===== config.mk =====
export PLATFORM = sky130hd
export DESIGN_NAME = c6502_alu
export DESIGN_NICKNAME = d
export VERILOG_FILES = /design/src/rtl/core/c6502_pkg.sv /design/src/rtl/core/c6502_alu.sv
export SDC_FILE = /design/constraint.sdc
export NUM_CORES = 1
export LEC_CHECK = 0
export BUFFER_PORTS_ARGS = -buffer_cell sky130_fd_sc_hd__clkbuf_2
export CORE_MARGIN = 1
export CORE_UTILIZATION = 55
export DETAILED_ROUTE_END_ITERATION = 10
export PLACE_DENSITY_LB_ADDON = 0.1
export SLEW_MARGIN = 20
export SYNTH_ARGS = -nofsm -noshare
export SYNTH_HDL_FRONTEND = slang
export SYNTH_SLANG_ARGS = --single-unit

===== constraint.sdc =====
create_clock -name vclk -period 6.8
set_clock_uncertainty 0.05 [all_clocks]
set_input_delay 1.36 -clock vclk [all_inputs]
set_output_delay 1.36 -clock vclk [all_outputs]
set_load 0.05 [all_outputs]

===== src/rtl/core/c6502_pkg.sv =====
// ----------------------------------------------------------------------------
// c6502_pkg
// Shared types, opcode decode table and address helpers for the 6502
// instruction execute unit.
// ----------------------------------------------------------------------------
package c6502_pkg;

  localparam int unsigned MEM_BYTES_DEF = 65536;

  localparam logic [7:0] FL_C  = 8'h01;
  localparam logic [7:0] FL_Z  = 8'h02;
  localparam logic [7:0] FL_I  = 8'h04;
  localparam logic [7:0] FL_D  = 8'h08;
  localparam logic [7:0] FL_BU = 8'h30;
  localparam logic [7:0] FL_V  = 8'h40;
  localparam logic [7:0] FL_N  = 8'h80;
  localparam logic [7:0] FL_LOAD_MASK = 8'hCF;

  localparam logic [7:0]  SP_RESET   = 8'hFD;
  localparam logic [7:0]  P_RESET    = 8'h24;
  localparam logic [7:0]  STACK_PAGE = 8'h01;
  localparam logic [15:0] VEC_BRK_LO = 16'hFFFE;
  localparam logic [15:0] VEC_BRK_HI = 16'hFFFF;

  localparam logic [0:0] ITEM_EXEC    = 1'b0;
  localparam logic [0:0] ITEM_PRELOAD = 1'b1;

  typedef enum logic [3:0] {
    M_IMP, M_ACC, M_IMM, M_ZP, M_ZPX, M_ZPY, M_AB, M_ABX, M_ABY,
    M_IND, M_IZX, M_IZY, M_REL
  } addr_mode_e;

  typedef enum logic [5:0] {
    K_ADC, K_AND, K_ASL, K_BCC, K_BCS, K_BEQ, K_BIT, K_BMI, K_BNE, K_BPL, K_BRK, K_BVC,
    K_BVS, K_CLC, K_CLD, K_CLI, K_CLV, K_CMP, K_CPX, K_CPY, K_DEC, K_DEX, K_DEY, K_EOR,
    K_INC, K_INX, K_INY, K_JMP, K_JSR, K_LDA, K_LDX, K_LDY, K_LSR, K_NOP, K_ORA, K_PHA,
    K_PHP, K_PLA, K_PLP, K_ROL, K_ROR, K_RTI, K_RTS, K_SBC, K_SEC, K_SED, K_SEI, K_STA,
    K_STX, K_STY, K_TAX, K_TAY, K_TSX, K_TXA, K_TXS, K_TYA
  } op_kind_e;

  typedef struct packed {
    logic       legal;
    addr_mode_e mode;
    op_kind_e   kind;
    logic [3:0] cyc;
  } dec_t;

  typedef struct packed {
    logic [7:0] a;
    logic [7:0] x;
    logic [7:0] y;
    logic [7:0] sp;
    logic [7:0] p;
  } arch_t;

  typedef struct packed {
    arch_t      arch;
    logic [7:0] wb;
    logic       taken;
  } alu_res_t;

  function automatic dec_t ent(input addr_mode_e m, input op_kind_e k, input logic [3:0] c);
    dec_t d;
    d.legal = 1'b1;
    d.mode  = m;
    d.kind  = k;
    d.cyc   = c;
    return d;
  endfunction

  function automatic dec_t decode_op(input logic [7:0] op);
    dec_t d;
    d.legal = 1'b0;
    d.mode  = M_IMP;
    d.kind  = K_NOP;
    d.cyc   = 4'd1;
    case (op)
      8'h69: d = ent(M_IMM, K_ADC, 4'd2);  8'h65: d = ent(M_ZP,  K_ADC, 4'd3);
      8'h75: d = ent(M_ZPX, K_ADC, 4'd4);  8'h6D: d = ent(M_AB,  K_ADC, 4'd4);
      8'h7D: d = ent(M_ABX, K_ADC, 4'd4);  8'h79: d = ent(M_ABY, K_ADC, 4'd4);
      8'h61: d = ent(M_IZX, K_ADC, 4'd6);  8'h71: d = ent(M_IZY, K_ADC, 4'd5);
      8'h29: d = ent(M_IMM, K_AND, 4'd2);  8'h25: d = ent(M_ZP,  K_AND, 4'd3);
      8'h35: d = ent(M_ZPX, K_AND, 4'd4);  8'h2D: d = ent(M_AB,  K_AND, 4'd4);
      8'h3D: d = ent(M_ABX, K_AND, 4'd4);  8'h39: d = ent(M_ABY, K_AND, 4'd4);
      8'h21: d = ent(M_IZX, K_AND, 4'd6);  8'h31: d = ent(M_IZY, K_AND, 4'd5);
      8'h0A: d = ent(M_ACC, K_ASL, 4'd2);  8'h06: d = ent(M_ZP,  K_ASL, 4'd5);
      8'h16: d = ent(M_ZPX, K_ASL, 4'd6);  8'h0E: d = ent(M_AB,  K_ASL, 4'd6);
      8'h1E: d = ent(M_ABX, K_ASL, 4'd7);
      8'h90: d = ent(M_REL, K_BCC, 4'd2);  8'hB0: d = ent(M_REL, K_BCS, 4'd2);
      8'hF0: d = ent(M_REL, K_BEQ, 4'd2);  8'h30: d = ent(M_REL, K_BMI, 4'd2);
      8'hD0: d = ent(M_REL, K_BNE, 4'd2);  8'h10: d = ent(M_REL, K_BPL, 4'd2);
      8'h50: d = ent(M_REL, K_BVC, 4'd2);  8'h70: d = ent(M_REL, K_BVS, 4'd2);
      8'h24: d = ent(M_ZP,  K_BIT, 4'd3);  8'h2C: d = ent(M_AB,  K_BIT, 4'd4);
      8'h00: d = ent(M_IMP, K_BRK, 4'd7);
      8'h18: d = ent(M_IMP, K_CLC, 4'd2);  8'hD8: d = ent(M_IMP, K_CLD, 4'd2);
      8'h58: d = ent(M_IMP, K_CLI, 4'd2);  8'hB8: d = ent(M_IMP, K_CLV, 4'd2);
      8'hC9: d = ent(M_IMM, K_CMP, 4'd2);  8'hC5: d = ent(M_ZP,  K_CMP, 4'd3);
      8'hD5: d = ent(M_ZPX, K_CMP, 4'd4);  8'hCD: d = ent(M_AB,  K_CMP, 4'd4);
      8'hDD: d = ent(M_ABX, K_CMP, 4'd4);  8'hD9: d = ent(M_ABY, K_CMP, 4'd4);
      8'hC1: d = ent(M_IZX, K_CMP, 4'd6);  8'hD1: d = ent(M_IZY, K_CMP, 4'd5);
      8'hE0: d = ent(M_IMM, K_CPX, 4'd2);  8'hE4: d = ent(M_ZP,  K_CPX, 4'd3);
      8'hEC: d = ent(M_AB,  K_CPX, 4'd4);
      8'hC0: d = ent(M_IMM, K_CPY, 4'd2);  8'hC4: d = ent(M_ZP,  K_CPY, 4'd3);
      8'hCC: d = ent(M_AB,  K_CPY, 4'd4);
      8'hC6: d = ent(M_ZP,  K_DEC, 4'd5);  8'hD6: d = ent(M_ZPX, K_DEC, 4'd6);
      8'hCE: d = ent(M_AB,  K_DEC, 4'd6);  8'hDE: d = ent(M_ABX, K_DEC, 4'd7);
      8'hCA: d = ent(M_IMP, K_DEX, 4'd2);  8'h88: d = ent(M_IMP, K_DEY, 4'd2);
      8'h49: d = ent(M_IMM, K_EOR, 4'd2);  8'h45: d = ent(M_ZP,  K_EOR, 4'd3);
      8'h55: d = ent(M_ZPX, K_EOR, 4'd4);  8'h4D: d = ent(M_AB,  K_EOR, 4'd4);
      8'h5D: d = ent(M_ABX, K_EOR, 4'd4);  8'h59: d = ent(M_ABY, K_EOR, 4'd4);
      8'h41: d = ent(M_IZX, K_EOR, 4'd6);  8'h51: d = ent(M_IZY, K_EOR, 4'd5);
      8'hE6: d = ent(M_ZP,  K_INC, 4'd5);  8'hF6: d = ent(M_ZPX, K_INC, 4'd6);
      8'hEE: d = ent(M_AB,  K_INC, 4'd6);  8'hFE: d = ent(M_ABX, K_INC, 4'd7);
      8'hE8: d = ent(M_IMP, K_INX, 4'd2);  8'hC8: d = ent(M_IMP, K_INY, 4'd2);
      8'h4C: d = ent(M_AB,  K_JMP, 4'd3);  8'h6C: d = ent(M_IND, K_JMP, 4'd5);
      8'h20: d = ent(M_AB,  K_JSR, 4'd6);
      8'hA9: d = ent(M_IMM, K_LDA, 4'd2);  8'hA5: d = ent(M_ZP,  K_LDA, 4'd3);
      8'hB5: d = ent(M_ZPX, K_LDA, 4'd4);  8'hAD: d = ent(M_AB,  K_LDA, 4'd4);
      8'hBD: d = ent(M_ABX, K_LDA, 4'd4);  8'hB9: d = ent(M_ABY, K_LDA, 4'd4);
      8'hA1: d = ent(M_IZX, K_LDA, 4'd6);  8'hB1: d = ent(M_IZY, K_LDA, 4'd5);
      8'hA2: d = ent(M_IMM, K_LDX, 4'd2);  8'hA6: d = ent(M_ZP,  K_LDX, 4'd3);
      8'hB6: d = ent(M_ZPY, K_LDX, 4'd4);  8'hAE: d = ent(M_AB,  K_LDX, 4'd4);
      8'hBE: d = ent(M_ABY, K_LDX, 4'd4);
      8'hA0: d = ent(M_IMM, K_LDY, 4'd2);  8'hA4: d = ent(M_ZP,  K_LDY, 4'd3);
      8'hB4: d = ent(M_ZPX, K_LDY, 4'd4);  8'hAC: d = ent(M_AB,  K_LDY, 4'd4);
      8'hBC: d = ent(M_ABX, K_LDY, 4'd4);
      8'h4A: d = ent(M_ACC, K_LSR, 4'd2);  8'h46: d = ent(M_ZP,  K_LSR, 4'd5);
      8'h56: d = ent(M_ZPX, K_LSR, 4'd6);  8'h4E: d = ent(M_AB,  K_LSR, 4'd6);
      8'h5E: d = ent(M_ABX, K_LSR, 4'd7);
      8'hEA: d = ent(M_IMP, K_NOP, 4'd2);
      8'h09: d = ent(M_IMM, K_ORA, 4'd2);  8'h05: d = ent(M_ZP,  K_ORA, 4'd3);
      8'h15: d = ent(M_ZPX, K_ORA, 4'd4);  8'h0D: d = ent(M_AB,  K_ORA, 4'd4);
      8'h1D: d = ent(M_ABX, K_ORA, 4'd4);  8'h19: d = ent(M_ABY, K_ORA, 4'd4);
      8'h01: d = ent(M_IZX, K_ORA, 4'd6);  8'h11: d = ent(M_IZY, K_ORA, 4'd5);
      8'h48: d = ent(M_IMP, K_PHA, 4'd3);  8'h08: d = ent(M_IMP, K_PHP, 4'd3);
      8'h68: d = ent(M_IMP, K_PLA, 4'd4);  8'h28: d = ent(M_IMP, K_PLP, 4'd4);
      8'h2A: d = ent(M_ACC, K_ROL, 4'd2);  8'h26: d = ent(M_ZP,  K_ROL, 4'd5);
      8'h36: d = ent(M_ZPX, K_ROL, 4'd6);  8'h2E: d = ent(M_AB,  K_ROL, 4'd6);
      8'h3E: d = ent(M_ABX, K_ROL, 4'd7);
      8'h6A: d = ent(M_ACC, K_ROR, 4'd2);  8'h66: d = ent(M_ZP,  K_ROR, 4'd5);
      8'h76: d = ent(M_ZPX, K_ROR, 4'd6);  8'h6E: d = ent(M_AB,  K_ROR, 4'd6);
      8'h7E: d = ent(M_ABX, K_ROR, 4'd7);
      8'h40: d = ent(M_IMP, K_RTI, 4'd6);  8'h60: d = ent(M_IMP, K_RTS, 4'd6);
      8'hE9: d = ent(M_IMM, K_SBC, 4'd2);  8'hE5: d = ent(M_ZP,  K_SBC, 4'd3);
      8'hF5: d = ent(M_ZPX, K_SBC, 4'd4);  8'hED: d = ent(M_AB,  K_SBC, 4'd4);
      8'hFD: d = ent(M_ABX, K_SBC, 4'd4);  8'hF9: d = ent(M_ABY, K_SBC, 4'd4);
      8'hE1: d = ent(M_IZX, K_SBC, 4'd6);  8'hF1: d = ent(M_IZY, K_SBC, 4'd5);
      8'h38: d = ent(M_IMP, K_SEC, 4'd2);  8'hF8: d = ent(M_IMP, K_SED, 4'd2);
      8'h78: d = ent(M_IMP, K_SEI, 4'd2);
      8'h85: d = ent(M_ZP,  K_STA, 4'd3);  8'h95: d = ent(M_ZPX, K_STA, 4'd4);
      8'h8D: d = ent(M_AB,  K_STA, 4'd4);  8'h9D: d = ent(M_ABX, K_STA, 4'd5);
      8'h99: d = ent(M_ABY, K_STA, 4'd5);  8'h81: d = ent(M_IZX, K_STA, 4'd6);
      8'h91: d = ent(M_IZY, K_STA, 4'd6);
      8'h86: d = ent(M_ZP,  K_STX, 4'd3);  8'h96: d = ent(M_ZPY, K_STX, 4'd4);
      8'h8E: d = ent(M_AB,  K_STX, 4'd4);
      8'h84: d = ent(M_ZP,  K_STY, 4'd3);  8'h94: d = ent(M_ZPX, K_STY, 4'd4);
      8'h8C: d = ent(M_AB,  K_STY, 4'd4);
      8'hAA: d = ent(M_IMP, K_TAX, 4'd2);  8'hA8: d = ent(M_IMP, K_TAY, 4'd2);
      8'hBA: d = ent(M_IMP, K_TSX, 4'd2);  8'h8A: d = ent(M_IMP, K_TXA, 4'd2);
      8'h9A: d = ent(M_IMP, K_TXS, 4'd2);  8'h98: d = ent(M_IMP, K_TYA, 4'd2);
      default: d.legal = 1'b0;
    endcase
    return d;
  endfunction

  // Reduce a 16-bit address into [0, m). m >= 1024, so the quotient fits six bits.
  function automatic logic [15:0] mem_wrap(input logic [15:0] a, input int unsigned m);
    logic [31:0] r;
    r = {16'h0000, a};
    for (int k = 5; k >= 0; k--) begin
      if (r >= (32'(m) << k)) begin
        r = r - (32'(m) << k);
      end
    end
    return r[15:0];
  endfunction

  function automatic logic [1:0] instr_len(input addr_mode_e m);
    logic [1:0] l;
    case (m)
      M_IMP, M_ACC:               l = 2'd1;
      M_AB, M_ABX, M_ABY, M_IND:  l = 2'd3;
      default:                    l = 2'd2;
    endcase
    return l;
  endfunction

endpackage


===== src/rtl/core/c6502_alu.sv =====
// ----------------------------------------------------------------------------
// c6502_alu
// Register and flag update for every non-stack operation, given the operand.
// ----------------------------------------------------------------------------
module c6502_alu
  import c6502_pkg::*;
(
  input  op_kind_e   kind_i,
  input  addr_mode_e mode_i,
  input  arch_t      arch_i,
  input  logic [7:0] v_i,
  output alu_res_t   res_o
);

  logic [7:0] m;
  logic [8:0] sum;
  logic [7:0] cmp_r;
  logic [8:0] diff;
  logic [7:0] r;
  logic       shift_op;

  always_comb begin
    res_o.arch  = arch_i;
    res_o.wb    = 8'h00;
    res_o.taken = 1'b0;

    m     = (kind_i == K_SBC) ? ~v_i : v_i;
    sum   = {1'b0, arch_i.a} + {1'b0, m} + {8'h00, arch_i.p[0]};
    cmp_r = (kind_i == K_CPX) ? arch_i.x : (kind_i == K_CPY) ? arch_i.y : arch_i.a;
    diff  = {1'b0, cmp_r} - {1'b0, v_i};
    r     = 8'h00;
    shift_op = 1'b0;

    case (kind_i)
      K_ADC, K_SBC: begin
        res_o.arch.a = sum[7:0];
        res_o.arch.p[6] = (~(arch_i.a ^ m) & (arch_i.a ^ sum[7:0])) >> 7 != 8'h00;
        res_o.arch.p[0] = sum[8];
        r = sum[7:0];
      end
      K_AND: begin res_o.arch.a = arch_i.a & v_i; r = arch_i.a & v_i; end
      K_ORA: begin res_o.arch.a = arch_i.a | v_i; r = arch_i.a | v_i; end
      K_EOR: begin res_o.arch.a = arch_i.a ^ v_i; r = arch_i.a ^ v_i; end
      K_ASL: begin r = {v_i[6:0], 1'b0};          res_o.arch.p[0] = v_i[7]; shift_op = 1'b1; end
      K_LSR: begin r = {1'b0, v_i[7:1]};          res_o.arch.p[0] = v_i[0]; shift_op = 1'b1; end
      K_ROL: begin r = {v_i[6:0], arch_i.p[0]};   res_o.arch.p[0] = v_i[7]; shift_op = 1'b1; end
      K_ROR: begin r = {arch_i.p[0], v_i[7:1]};   res_o.arch.p[0] = v_i[0]; shift_op = 1'b1; end
      K_CMP, K_CPX, K_CPY: begin res_o.arch.p[0] = ~diff[8]; r = diff[7:0]; end
      K_DEC: begin r = v_i - 8'd1;      res_o.wb = v_i - 8'd1; end
      K_INC: begin r = v_i + 8'd1;      res_o.wb = v_i + 8'd1; end
      K_DEX: begin r = arch_i.x - 8'd1; res_o.arch.x = arch_i.x - 8'd1; end
      K_DEY: begin r = arch_i.y - 8'd1; res_o.arch.y = arch_i.y - 8'd1; end
      K_INX: begin r = arch_i.x + 8'd1; res_o.arch.x = arch_i.x + 8'd1; end
      K_INY: begin r = arch_i.y + 8'd1; res_o.arch.y = arch_i.y + 8'd1; end
      K_LDA: begin r = v_i; res_o.arch.a = v_i; end
      K_LDX: begin r = v_i; res_o.arch.x = v_i; end
      K_LDY: begin r = v_i; res_o.arch.y = v_i; end
      K_TAX: begin r = arch_i.a;  res_o.arch.x = arch_i.a; end
      K_TAY: begin r = arch_i.a;  res_o.arch.y = arch_i.a; end
      K_TSX: begin r = arch_i.sp; res_o.arch.x = arch_i.sp; end
      K_TXA: begin r = arch_i.x;  res_o.arch.a = arch_i.x; end
      K_TYA: begin r = arch_i.y;  res_o.arch.a = arch_i.y; end
      K_TXS: res_o.arch.sp = arch_i.x;
      K_STA: res_o.wb = arch_i.a;
      K_STX: res_o.wb = arch_i.x;
      K_STY: res_o.wb = arch_i.y;
      K_BCC: res_o.taken = ~arch_i.p[0];
      K_BCS: res_o.taken =  arch_i.p[0];
      K_BNE: res_o.taken = ~arch_i.p[1];
      K_BEQ: res_o.taken =  arch_i.p[1];
      K_BPL: res_o.taken = ~arch_i.p[7];
      K_BMI: res_o.taken =  arch_i.p[7];
      K_BVC: res_o.taken = ~arch_i.p[6];
      K_BVS: res_o.taken =  arch_i.p[6];
      K_CLC: res_o.arch.p[0] = 1'b0;
      K_CLD: res_o.arch.p[3] = 1'b0;
      K_CLI: res_o.arch.p[2] = 1'b0;
      K_CLV: res_o.arch.p[6] = 1'b0;
      K_SEC: res_o.arch.p[0] = 1'b1;
      K_SED: res_o.arch.p[3] = 1'b1;
      K_SEI: res_o.arch.p[2] = 1'b1;
      default: ;
    endcase

    if (shift_op) begin
      res_o.wb = r;
      if (mode_i == M_ACC) begin
        res_o.arch.a = r;
      end
    end

    // Z and N follow r for every operation that sets them, except BIT
    case (kind_i)
      K_ADC, K_SBC, K_AND, K_ORA, K_EOR, K_ASL, K_LSR, K_ROL, K_ROR, K_CMP, K_CPX, K_CPY,
      K_DEC, K_INC, K_DEX, K_DEY, K_INX, K_INY, K_LDA, K_LDX, K_LDY, K_TAX, K_TAY, K_TSX,
      K_TXA, K_TYA: begin
        res_o.arch.p[1] = (r == 8'h00);
        res_o.arch.p[7] = r[7];
      end
      K_BIT: begin
        res_o.arch.p[1] = ((arch_i.a & v_i) == 8'h00);
        res_o.arch.p[7] = v_i[7];
        res_o.arch.p[6] = v_i[6];
      end
      default: ;
    endcase
  end

endmodule


==> results.md, run 1 <==
- Status: complete, no violations
- LEAKAGE: 2.22 nW
- Most frequent cell after synthesis: nand2_1
- Port Buf Inserts: 103
- Worst Path Required: 5.39 ns
- WP buf/inv: 3
- Final core utilization: 0.635
- Number of global-route vias before repair: 5672
- Setup Buffers After CTS: 0
- Post-CTS Resized: 0
- Final clock period utilization by the worst path: 0.964
- Cell count after placement: 854
- Vias per cell: 7.35
- FFs & Latches: 0
- CP cell instances: clkbuf_2, nand2_2, nor3_2, buf_4, xnor2_1, ha_1, nor2b_1, o21ai_1, or3b_2, a311oi_2, nand4_1, nor4_4, nand4_1, o31ai_2, buf_12
- Unique masters post-synth: 81
- Placed Instance Area: 5170 um^2
- Residual DRC: 0
- Num ports: 107
- CP arrival: 5.14 ns
- # setup viols final: 0
- Slew headroom: 0.340
- FILL cells: 776
- CP most frequent cell: nand4_1
- CP Launch Type: input pin
- Drt first pass iters: 9
- Routed Wire Length: 21100 um
- Synth cell count leaders: nand2_1 (72), nor2_1 (58), a21oi_1 (41), ha_1 (38), o21ai_0 (38)
- Hold buffers post-CTS: 0
- PnR worst setup slack: 0.246 ns
- Die outline width: 93.8 um
- Sequential-to-total area share from yosys stat: 0
- Layout cell share with drive strength beyond 1: 0.232
- Synth top area cells: ha_1 (10%), nand2_1 (5.8%), nor2_1 (4.7%), a21oi_1 (4.4%), o21ai_0 (4.1%)
- Synthesized Nets: 783
- Worst-Margin Slew: 0.982 ns
- Final setup TNS: 0 ns
- Core footprint: 8180 um^2
- Post-Synthesis Cells: 684
- Initial DRC count: 874
- Worst hold path type: in -> out
- FF/Latch Area: 0 um^2
- Achievable Freq: 153 MHz
- Yosys warnings: 0
- Crit path kind: in -> out
- Avg WL per Cell: 24.7 um
- Pwr Density: 84.4 nW/um^2
- Max-cap viol count: 0
- Synthesized area per cell: 6.78 um^2
- Routed Antenna Nets: 0
- Final Critical Period: 6.55 ns
- Peak fanout along the critical path: 8
- Slowest CP cell: or3b_2
- Yosys top cell by area: ha_1
- First-pass GRT wire length: 32000 um
- DP HPWL: 16200 um
- Starting Density: 0.567
- Largest net degree at the start of global routing: 30
- Die height: 93.8 um
- Final std cells w/o fill: 854
- GRT Overall Usage: 0.472
- Final hold violations: 0
- Die area: 8800 um^2
- Setup repair after global routing missed its margin: no
- Placer Congestion: 1.15
- Setup crit end kind: primary output
- Post-Place Worst Slack: 0.148 ns
- Area grow syn2layout: 11.9%
- Fin nets: 850
- CLK BUF: 0
- Family with the most delay on the worst path: simple AND/OR/NAND/NOR gates
- Std-Cell Rows: 33
- Slew Viols, Final: 0
- Multi-input gate area: 4210 um^2
- Via count: 6274
- Worst path max stage delay: 0.46 ns
- Remaining Overflow, GRT: 0
- Initial antenna violation count: 0
- Final Cell Area: 5190 um^2
- Worst VDD drop: 0.0000859 V
- Diode count: 0
- Netlist Area Pre-Place: 4640 um^2
- Synth top area share: 0.103
layer usage:
metal | part of all wire | track usage | up-vias | wire [um]
li1 | - | - | 2739 | -
met1 | 0.37 | 0.625 | 2898 | 7840
met2 | 0.43 | 0.723 | 545 | 9040
met3 | 0.16 | 0.133 | 92 | 3320
met4 | 0.044 | 0.172 | 0 | 921
met5 | 0 | 0 | - | 0
final timing paths:
path       from        end  cells past startpoint
max   kind_i[1]  res_o[10]                     15
min   arch_i[5]  res_o[14]                      0
placed cells by master (no fill, tap or decap), types with 8 or more instances in the layout:
| master | instances |
|---|---|
| a221o_1 | 15 |
| o21ai_0 | 38 |
| a222oi_1 | 13 |
| o211ai_1 | 8 |
| inv_1 | 25 |
| xor2_1 | 12 |
| nor4_1 | 9 |
| mux2_2 | 13 |
| nand2b_1 | 14 |
| o22ai_1 | 18 |
| ha_1 | 38 |
| nor2_1 | 58 |
| a221oi_1 | 12 |
| a22oi_1 | 16 |
| a21oi_1 | 41 |
| xnor2_1 | 21 |
| nand3_1 | 15 |
| mux2i_1 | 13 |
| nand2_1 | 72 |
| nor3b_1 | 8 |
| a211oi_1 | 10 |
| buf_4 | 24 |
| nor3_1 | 19 |
| clkbuf_2 | 99 |
stage by stage:
step | hold slack, ns | total power [mW]
floorplan | 2.84 | 0.298
global placement | 2.67 | 0.411
detailed placement | 2.67 | 0.417
CTS | 2.67 | 0.420
global route | 2.67 | 0.459
finish | 2.67 | 0.438
power breakdown:
part           internal, mW  leakage, nW  switching [mW]
clock network             0            0               0
registers                 0            0               0
logic                 0.142         2.22           0.296
total                 0.142         2.22           0.296
kinds of logic after synthesis:
kind of cell / count (synthesis) / synth area share
multiplexers: 26 / 0.0596
AO/OA/AOI/OAI: 228 / 0.352
XOR/XNOR: 33 / 0.0623
AND/OR/NAND/NOR: 269 / 0.314
adder cells (fa/ha/maj): 41 / 0.115
buffers and inverters: 87 / 0.0966
area by class of cell:
cell class / instances / share of cell area
multi-input combinational: 597 / 0.811
timing repair buffer: 127 / 0.146
tap: 105 / 0.0253
inverter: 25 / 0.0181
No activity file was read; power rests on OpenSTA's default activity.
==> run 2: changes to the inputs <==
--- a/config.mk
+++ b/config.mk
@@ -5,11 +5,13 @@
 export SDC_FILE = /design/constraint.sdc
 export NUM_CORES = 1
 export LEC_CHECK = 0
+export ABC_AREA = 1
 export BUFFER_PORTS_ARGS = -buffer_cell sky130_fd_sc_hd__clkbuf_2
 export CORE_MARGIN = 1
 export CORE_UTILIZATION = 55
 export DETAILED_ROUTE_END_ITERATION = 10
 export PLACE_DENSITY_LB_ADDON = 0.1
+export REMOVE_ABC_BUFFERS = 1
 export SLEW_MARGIN = 20
 export SYNTH_ARGS = -nofsm -noshare
 export SYNTH_HDL_FRONTEND = slang
==> run 2 against run 1 <==
Compared with the run above: global-route usage up 0.82 points; synthesized area up 2.2%; fmax up 4.5%; total power down 12%; flip-flop and latch count unchanged; critical endpoint unchanged; core utilization up 0.49 points; largest cell class unchanged; highest routed layer unchanged; clock-buffer cell count unchanged; critical path depth up 6; final cell count up 34%; via count up 15%.
==> results.md, run 2 <==
- Synth top area share: 0.215
- Diode count: 0
- Hold path cells: 0
- Area grow syn2layout: 11.5%
- Num ports: 107
- WP buf/inv: 5
- Worst Path Required: 5.39 ns
- Sequential share of power: 0
- Worst VDD drop: 0.0000465 V
- Placer Congestion: 1.15
- Crit path to: res_o[10]
- Sequential-to-total area share from yosys stat: 0
- Overall power: 387 uW
- Starting Density: 0.574
- Port Buf Inserts: 103
- Worst hold path type: in -> out
- Routed Wire Length: 21900 um
- Number of global-route vias before repair: 6164
- Final std cells w/o fill: 1143
- CP most frequent cell: nor2_1
- Slowest CP cell: fa_1
- Hold_sp: arch_i[4]
- FF/Latch Area: 0 um^2
- Cell internal pwr: 99.3 uW
- Status: complete, no violations
- Vias per cell: 6.29
- Worst path max stage delay: 0.45 ns
- Post-Synthesis Cells: 959
- Most frequent cells in the layout: nand2_1 (271), nor2_1 (134), inv_1 (119)
- Synth top area cells: nand2_1 (21%), nand3_1 (12%), nor2_1 (11%), ha_1 (10%), inv_1 (9.4%)
- Largest net degree at the start of global routing: 20
- Max-cap viol count: 0
- Std-Cell Rows: 33
- DP HPWL: 17500 um
- Unique masters post-synth: 40
- Synth cell count leaders: nand2_1 (271), nor2_1 (134), inv_1 (119), nand3_1 (112), o21ai_0 (59)
- Peak fanout along the critical path: 16
- Residual DRC: 0
- Final clock period utilization by the worst path: 0.922
- Logic pwr share: 1.000
- Remaining Overflow, GRT: 0
- Post-CTS Resized: 0
- CP cell instances: clkbuf_2, inv_2, nand2_1, nor2_1, nand2_1, o21ai_0, ha_1, inv_1, fa_1, inv_1, nor2_1, nor2_1, nand2_1, nand3_1, o21ai_0, nor2_1, nand2_1, nor2_1, nand3_1, o21ai_1, clkbuf_2
- Setup repair after global routing missed its margin: no
- Core footprint: 8260 um^2
- Yosys warnings: 0
- Fin nets: 1139
- Sw frac: 0.743
- Pwr Density: 73.2 nW/um^2
- Family with the most delay on the worst path: simple AND/OR/NAND/NOR gates
- Netlist Area Pre-Place: 4740 um^2
- FILL cells: 927
- Stages on the worst setup path: 21
- Slew Viols, Final: 0
- Die height: 94.8 um
- Layout cell share with drive strength beyond 1: 0.122
- Multi-input gate area: 4100 um^2
- Via count: 7190
- Switching power: 287 uW
- FFs & Latches: 0
- Most common cell after layout, fill and taps aside: nand2_1
- First-pass GRT wire length: 32500 um
- Achievable Freq: 159 MHz
- CP arrival: 4.86 ns
- Final Critical Period: 6.27 ns
- Drt first pass iters: 7
- Yosys top cell by area: nand2_1
- # setup viols final: 0
- Crit path kind: in -> out
- CLK BUF: 0
- CP Launch Type: input pin
- Final hold violations: 0
- Initial DRC count: 1222
- Most frequent cell after synthesis: nand2_1
- LEAKAGE: 2.97 nW
- Hold buffers post-CTS: 0
- Setup Buffers After CTS: 0
- Die area: 8990 um^2
- Worst-Margin Slew: 1.08 ns
- Setup crit end kind: primary output
- Synthesized area per cell: 4.94 um^2
- Initial antenna violation count: 0
- Clock group share of total power: 0
- Crit. Startpoint: kind_i[2]
- Die outline width: 94.8 um
- Cell count after placement: 1143
- Avg WL per Cell: 19.2 um
- Slew headroom: 0.278
- Final setup TNS: 0 ns
- GRT Overall Usage: 0.481
- Routed Antenna Nets: 0
## run 2: area by class of cell
| cell class | instances | share of cell area |
|---|---|---|
| well taps | 105 | 0.0249 |
| multi-input cells | 800 | 0.777 |
| inverters | 128 | 0.0909 |
| repair buffers | 110 | 0.108 |
## run 2: per-layer routing
layer | vias to the layer above | wire length [um] | GRT usage
li1 | 3360 | - | -
met3 | 108 | 3180 | 0.101
met1 | 3147 | 8490 | 0.642
met5 | - | 0 | 0
met2 | 575 | 8900 | 0.709
met4 | 0 | 1330 | 0.269
## run 2: how the worst min path moves through the flow
| stage | to |
|---|---|
| 2_1_floorplan | res_o[13] |
| 3_3_place_gp | res_o[13] |
| 3_5_place_dp | res_o[13] |
| 4_1_cts | res_o[13] |
| 5_1_grt | res_o[13] |
| 6_report | res_o[13] |
## run 2: cells by family (layout without fill, tap and decap cells)
kind of cell | Yosys count | after routing | share of synthesized area
simple gates | 599 | 599 | 0.548
buf+inv | 159 | 238 | 0.134
compound gates | 148 | 148 | 0.182
fa+ha+maj | 41 | 41 | 0.113
xor+xnor | 12 | 12 | 0.0222
## run 2: power by group through the flow
stage / logic, mW / registers [mW] / clock network (mW)
3_5_place_dp: 0.372 / 0 / 0
6_report: 0.387 / 0 / 0
4_1_cts: 0.373 / 0 / 0
2_1_floorplan: 0.250 / 0 / 0
5_1_grt: 0.413 / 0 / 0
3_3_place_gp: 0.368 / 0 / 0
## run 2: through the flow
| step | util | hold slack, ns | setup slack (ns) | instance area, um^2 |
|---|---|---|---|---|
| after floorplan | - | 2.67 | 0.580 | 4580 |
| after CTS | 0.640 | 2.67 | 0.635 | 5280 |
| after detailed placement | 0.640 | 2.67 | 0.649 | 5280 |
| after global routing | 0.640 | 2.67 | 0.247 | 5280 |
| after global placement | 0.640 | 2.67 | 0.715 | 5280 |
| final | 0.640 | 2.67 | 0.527 | 5280 |
==> run 3: changes to the inputs <==
--- a/config.mk
+++ b/config.mk
@@ -6,9 +6,9 @@
 export NUM_CORES = 1
 export LEC_CHECK = 0
 export ABC_AREA = 1
-export BUFFER_PORTS_ARGS = -buffer_cell sky130_fd_sc_hd__clkbuf_2
+export BUFFER_PORTS_ARGS = -buffer_cell sky130_fd_sc_hd__buf_2
 export CORE_MARGIN = 1
-export CORE_UTILIZATION = 55
+export CORE_UTILIZATION = 53
 export DETAILED_ROUTE_END_ITERATION = 10
 export PLACE_DENSITY_LB_ADDON = 0.1
 export REMOVE_ABC_BUFFERS = 1
==> constraint.sdc (replaced) <==
create_clock -name vclk -period 5.36
set_clock_uncertainty 0.05 [all_clocks]
set_input_delay 1.072 -clock vclk [all_inputs]
set_output_delay 1.072 -clock vclk [all_outputs]
set_load 0.05 [all_outputs]
==> run 3 against run 2 <==
Compared with the run above: via count increased by 3.1%; clock-buffer cell count stayed put; worst setup slack worse by 0.29 ns; hold slack got worse by 0.58 ns; combinational power rose by 31%; highest routed layer unchanged; total power is 31% higher; routed wire length grew 3.9%; flip-flop and latch count unchanged; critical path depth is 2 lower.
==> results.md, run 3 (synthesis gave the netlist of run 2 again) <==
- Status: complete, no violations
- Largest net degree at the start of global routing: 17
- Clock group share of total power: 0
- CP Launch Type: input pin
- Worst Path Required: 4.24 ns
- Worst-Margin Slew: 0.860 ns
- Number of global-route vias before repair: 6344
- LEAKAGE: 3.08 nW
- Crit. Startpoint: kind_i[3]
- FF/Latch Area: 0 um^2
- Placed Instance Area: 5450 um^2
- Num ports: 107
- Logic pwr share: 1.000
- Final setup TNS: 0 ns
- Final Cell Area: 5520 um^2
- Overall power: 508 uW
- Slew Viols, Final: 0
- Drt first pass iters: 8
- DP HPWL: 18400 um
- Worst VDD drop: 0.0000550 V
- Die outline width: 96.6 um
- Hold buffers post-CTS: 0
- Vias per cell: 6.34
- Cell internal pwr: 140 uW
- Placer Congestion: 1.11
- Die height: 96.6 um
- CLK BUF: 0
- Core footprint: 8680 um^2
- Port Buf Inserts: 103
- Hold path cells: 0
- Worst hold path type: in -> out
- Pwr Density: 92.0 nW/um^2
- Max-cap viol count: 0
- FFs & Latches: 0
- Initial DRC count: 1049
- Layout cell share with drive strength beyond 1: 0.150
- Crit path kind: in -> out
- Avg WL per Cell: 19.5 um
- Die area: 9320 um^2
- Sw frac: 0.725
- Slew headroom: 0.424
- Via count: 7410
- Setup crit end kind: primary output
- FILL cells: 975
- Sequential share of power: 0
- Hold EP: res_o[13]
- Hold_sp: arch_i[4]
- Remaining Overflow, GRT: 0
- First-pass GRT wire length: 34100 um
- Peak fanout along the critical path: 15
- Final hold violations: 0
- Area grow syn2layout: 16.5%
- PnR worst setup slack: 0.236 ns
- Residual DRC: 0
- Routed Antenna Nets: 0
- CP arrival: 4.00 ns
- Switching power: 368 uW
- Most frequent cells in the layout: nand2_1 (269), nor2_1 (131), inv_1 (119)
- Initial antenna violation count: 0
- # setup viols final: 0
- Starting Density: 0.546
- Final clock period utilization by the worst path: 0.956
- Most common cell after layout, fill and taps aside: nand2_1
- Post-Place Worst Slack: 0.111 ns
- Std-Cell Rows: 34
- Diode count: 0
- Routed Wire Length: 22800 um
- Achievable Freq: 195 MHz
- Fin nets: 1162
- Final Critical Period: 5.12 ns
- GRT Overall Usage: 0.492
## run 3: layout make-up
cell class | count | area [um^2] | area share
Timing Repair Buffer | 133 | 763 | 0.138
Multi-Input combinational cell | 800 | 4140 | 0.750
Tap cell | 108 | 135 | 0.0245
Inverter | 128 | 480 | 0.0870
## run 3: layer usage
layer	track usage	up-vias	routed length (um)
li1	-	3409	-
met1	0.630	3230	8430
met2	0.731	628	9400
met3	0.146	143	3420
met4	0.273	0	1500
met5	0	-	0
## run 3: per-stage QoR
stage | cells | hold slack (ns) | util
2_1_floorplan | 928 | 2.09 | -
3_3_place_gp | 1168 | 2.09 | 0.628
3_5_place_dp | 1168 | 2.09 | 0.628
4_1_cts | 1168 | 2.09 | 0.628
5_1_grt | 1169 | 2.09 | 0.636
6_report | 1169 | 2.09 | 0.636
## run 3: worst max path at each step
| stage | end |
|---|---|
| 6_report | res_o[10] |
| 5_1_grt | res_o[10] |
| 4_1_cts | res_o[10] |
| 3_5_place_dp | res_o[10] |
| 3_3_place_gp | res_o[10] |
| 2_1_floorplan | res_o[10] |
## run 3: power by group through the flow
stage / sequential [mW] / combinational (mW) / clock (mW)
after floorplan: 0 / 0.318 / 0
after global placement: 0 / 0.482 / 0
after detailed placement: 0 / 0.484 / 0
after CTS: 0 / 0.486 / 0
after global routing: 0 / 0.549 / 0
final: 0 / 0.508 / 0
## run 3: worst max-delay path, cell delays in order
cell	delay, ns
buf_2	0.13
inv_1	0.09
nand2_1	0.12
nor2_1	0.20
nand2_2	0.11
buf_6	0.16
o211ai_1	0.09
o21ai_0	0.15
ha_1	0.20
inv_1	0.07
fa_2	0.44
a21oi_1	0.18
nand2_1	0.09
nor2_1	0.15
nand2_1	0.07
nor2_1	0.16
nand3_1	0.13
o21ai_1	0.19
buf_6	0.18
## run 3: timing repair
item | CTS | global route
resized for setup | 0 | 15
setup buffers | 0 | 1
endpoints found under the setup margin | 0 | 4
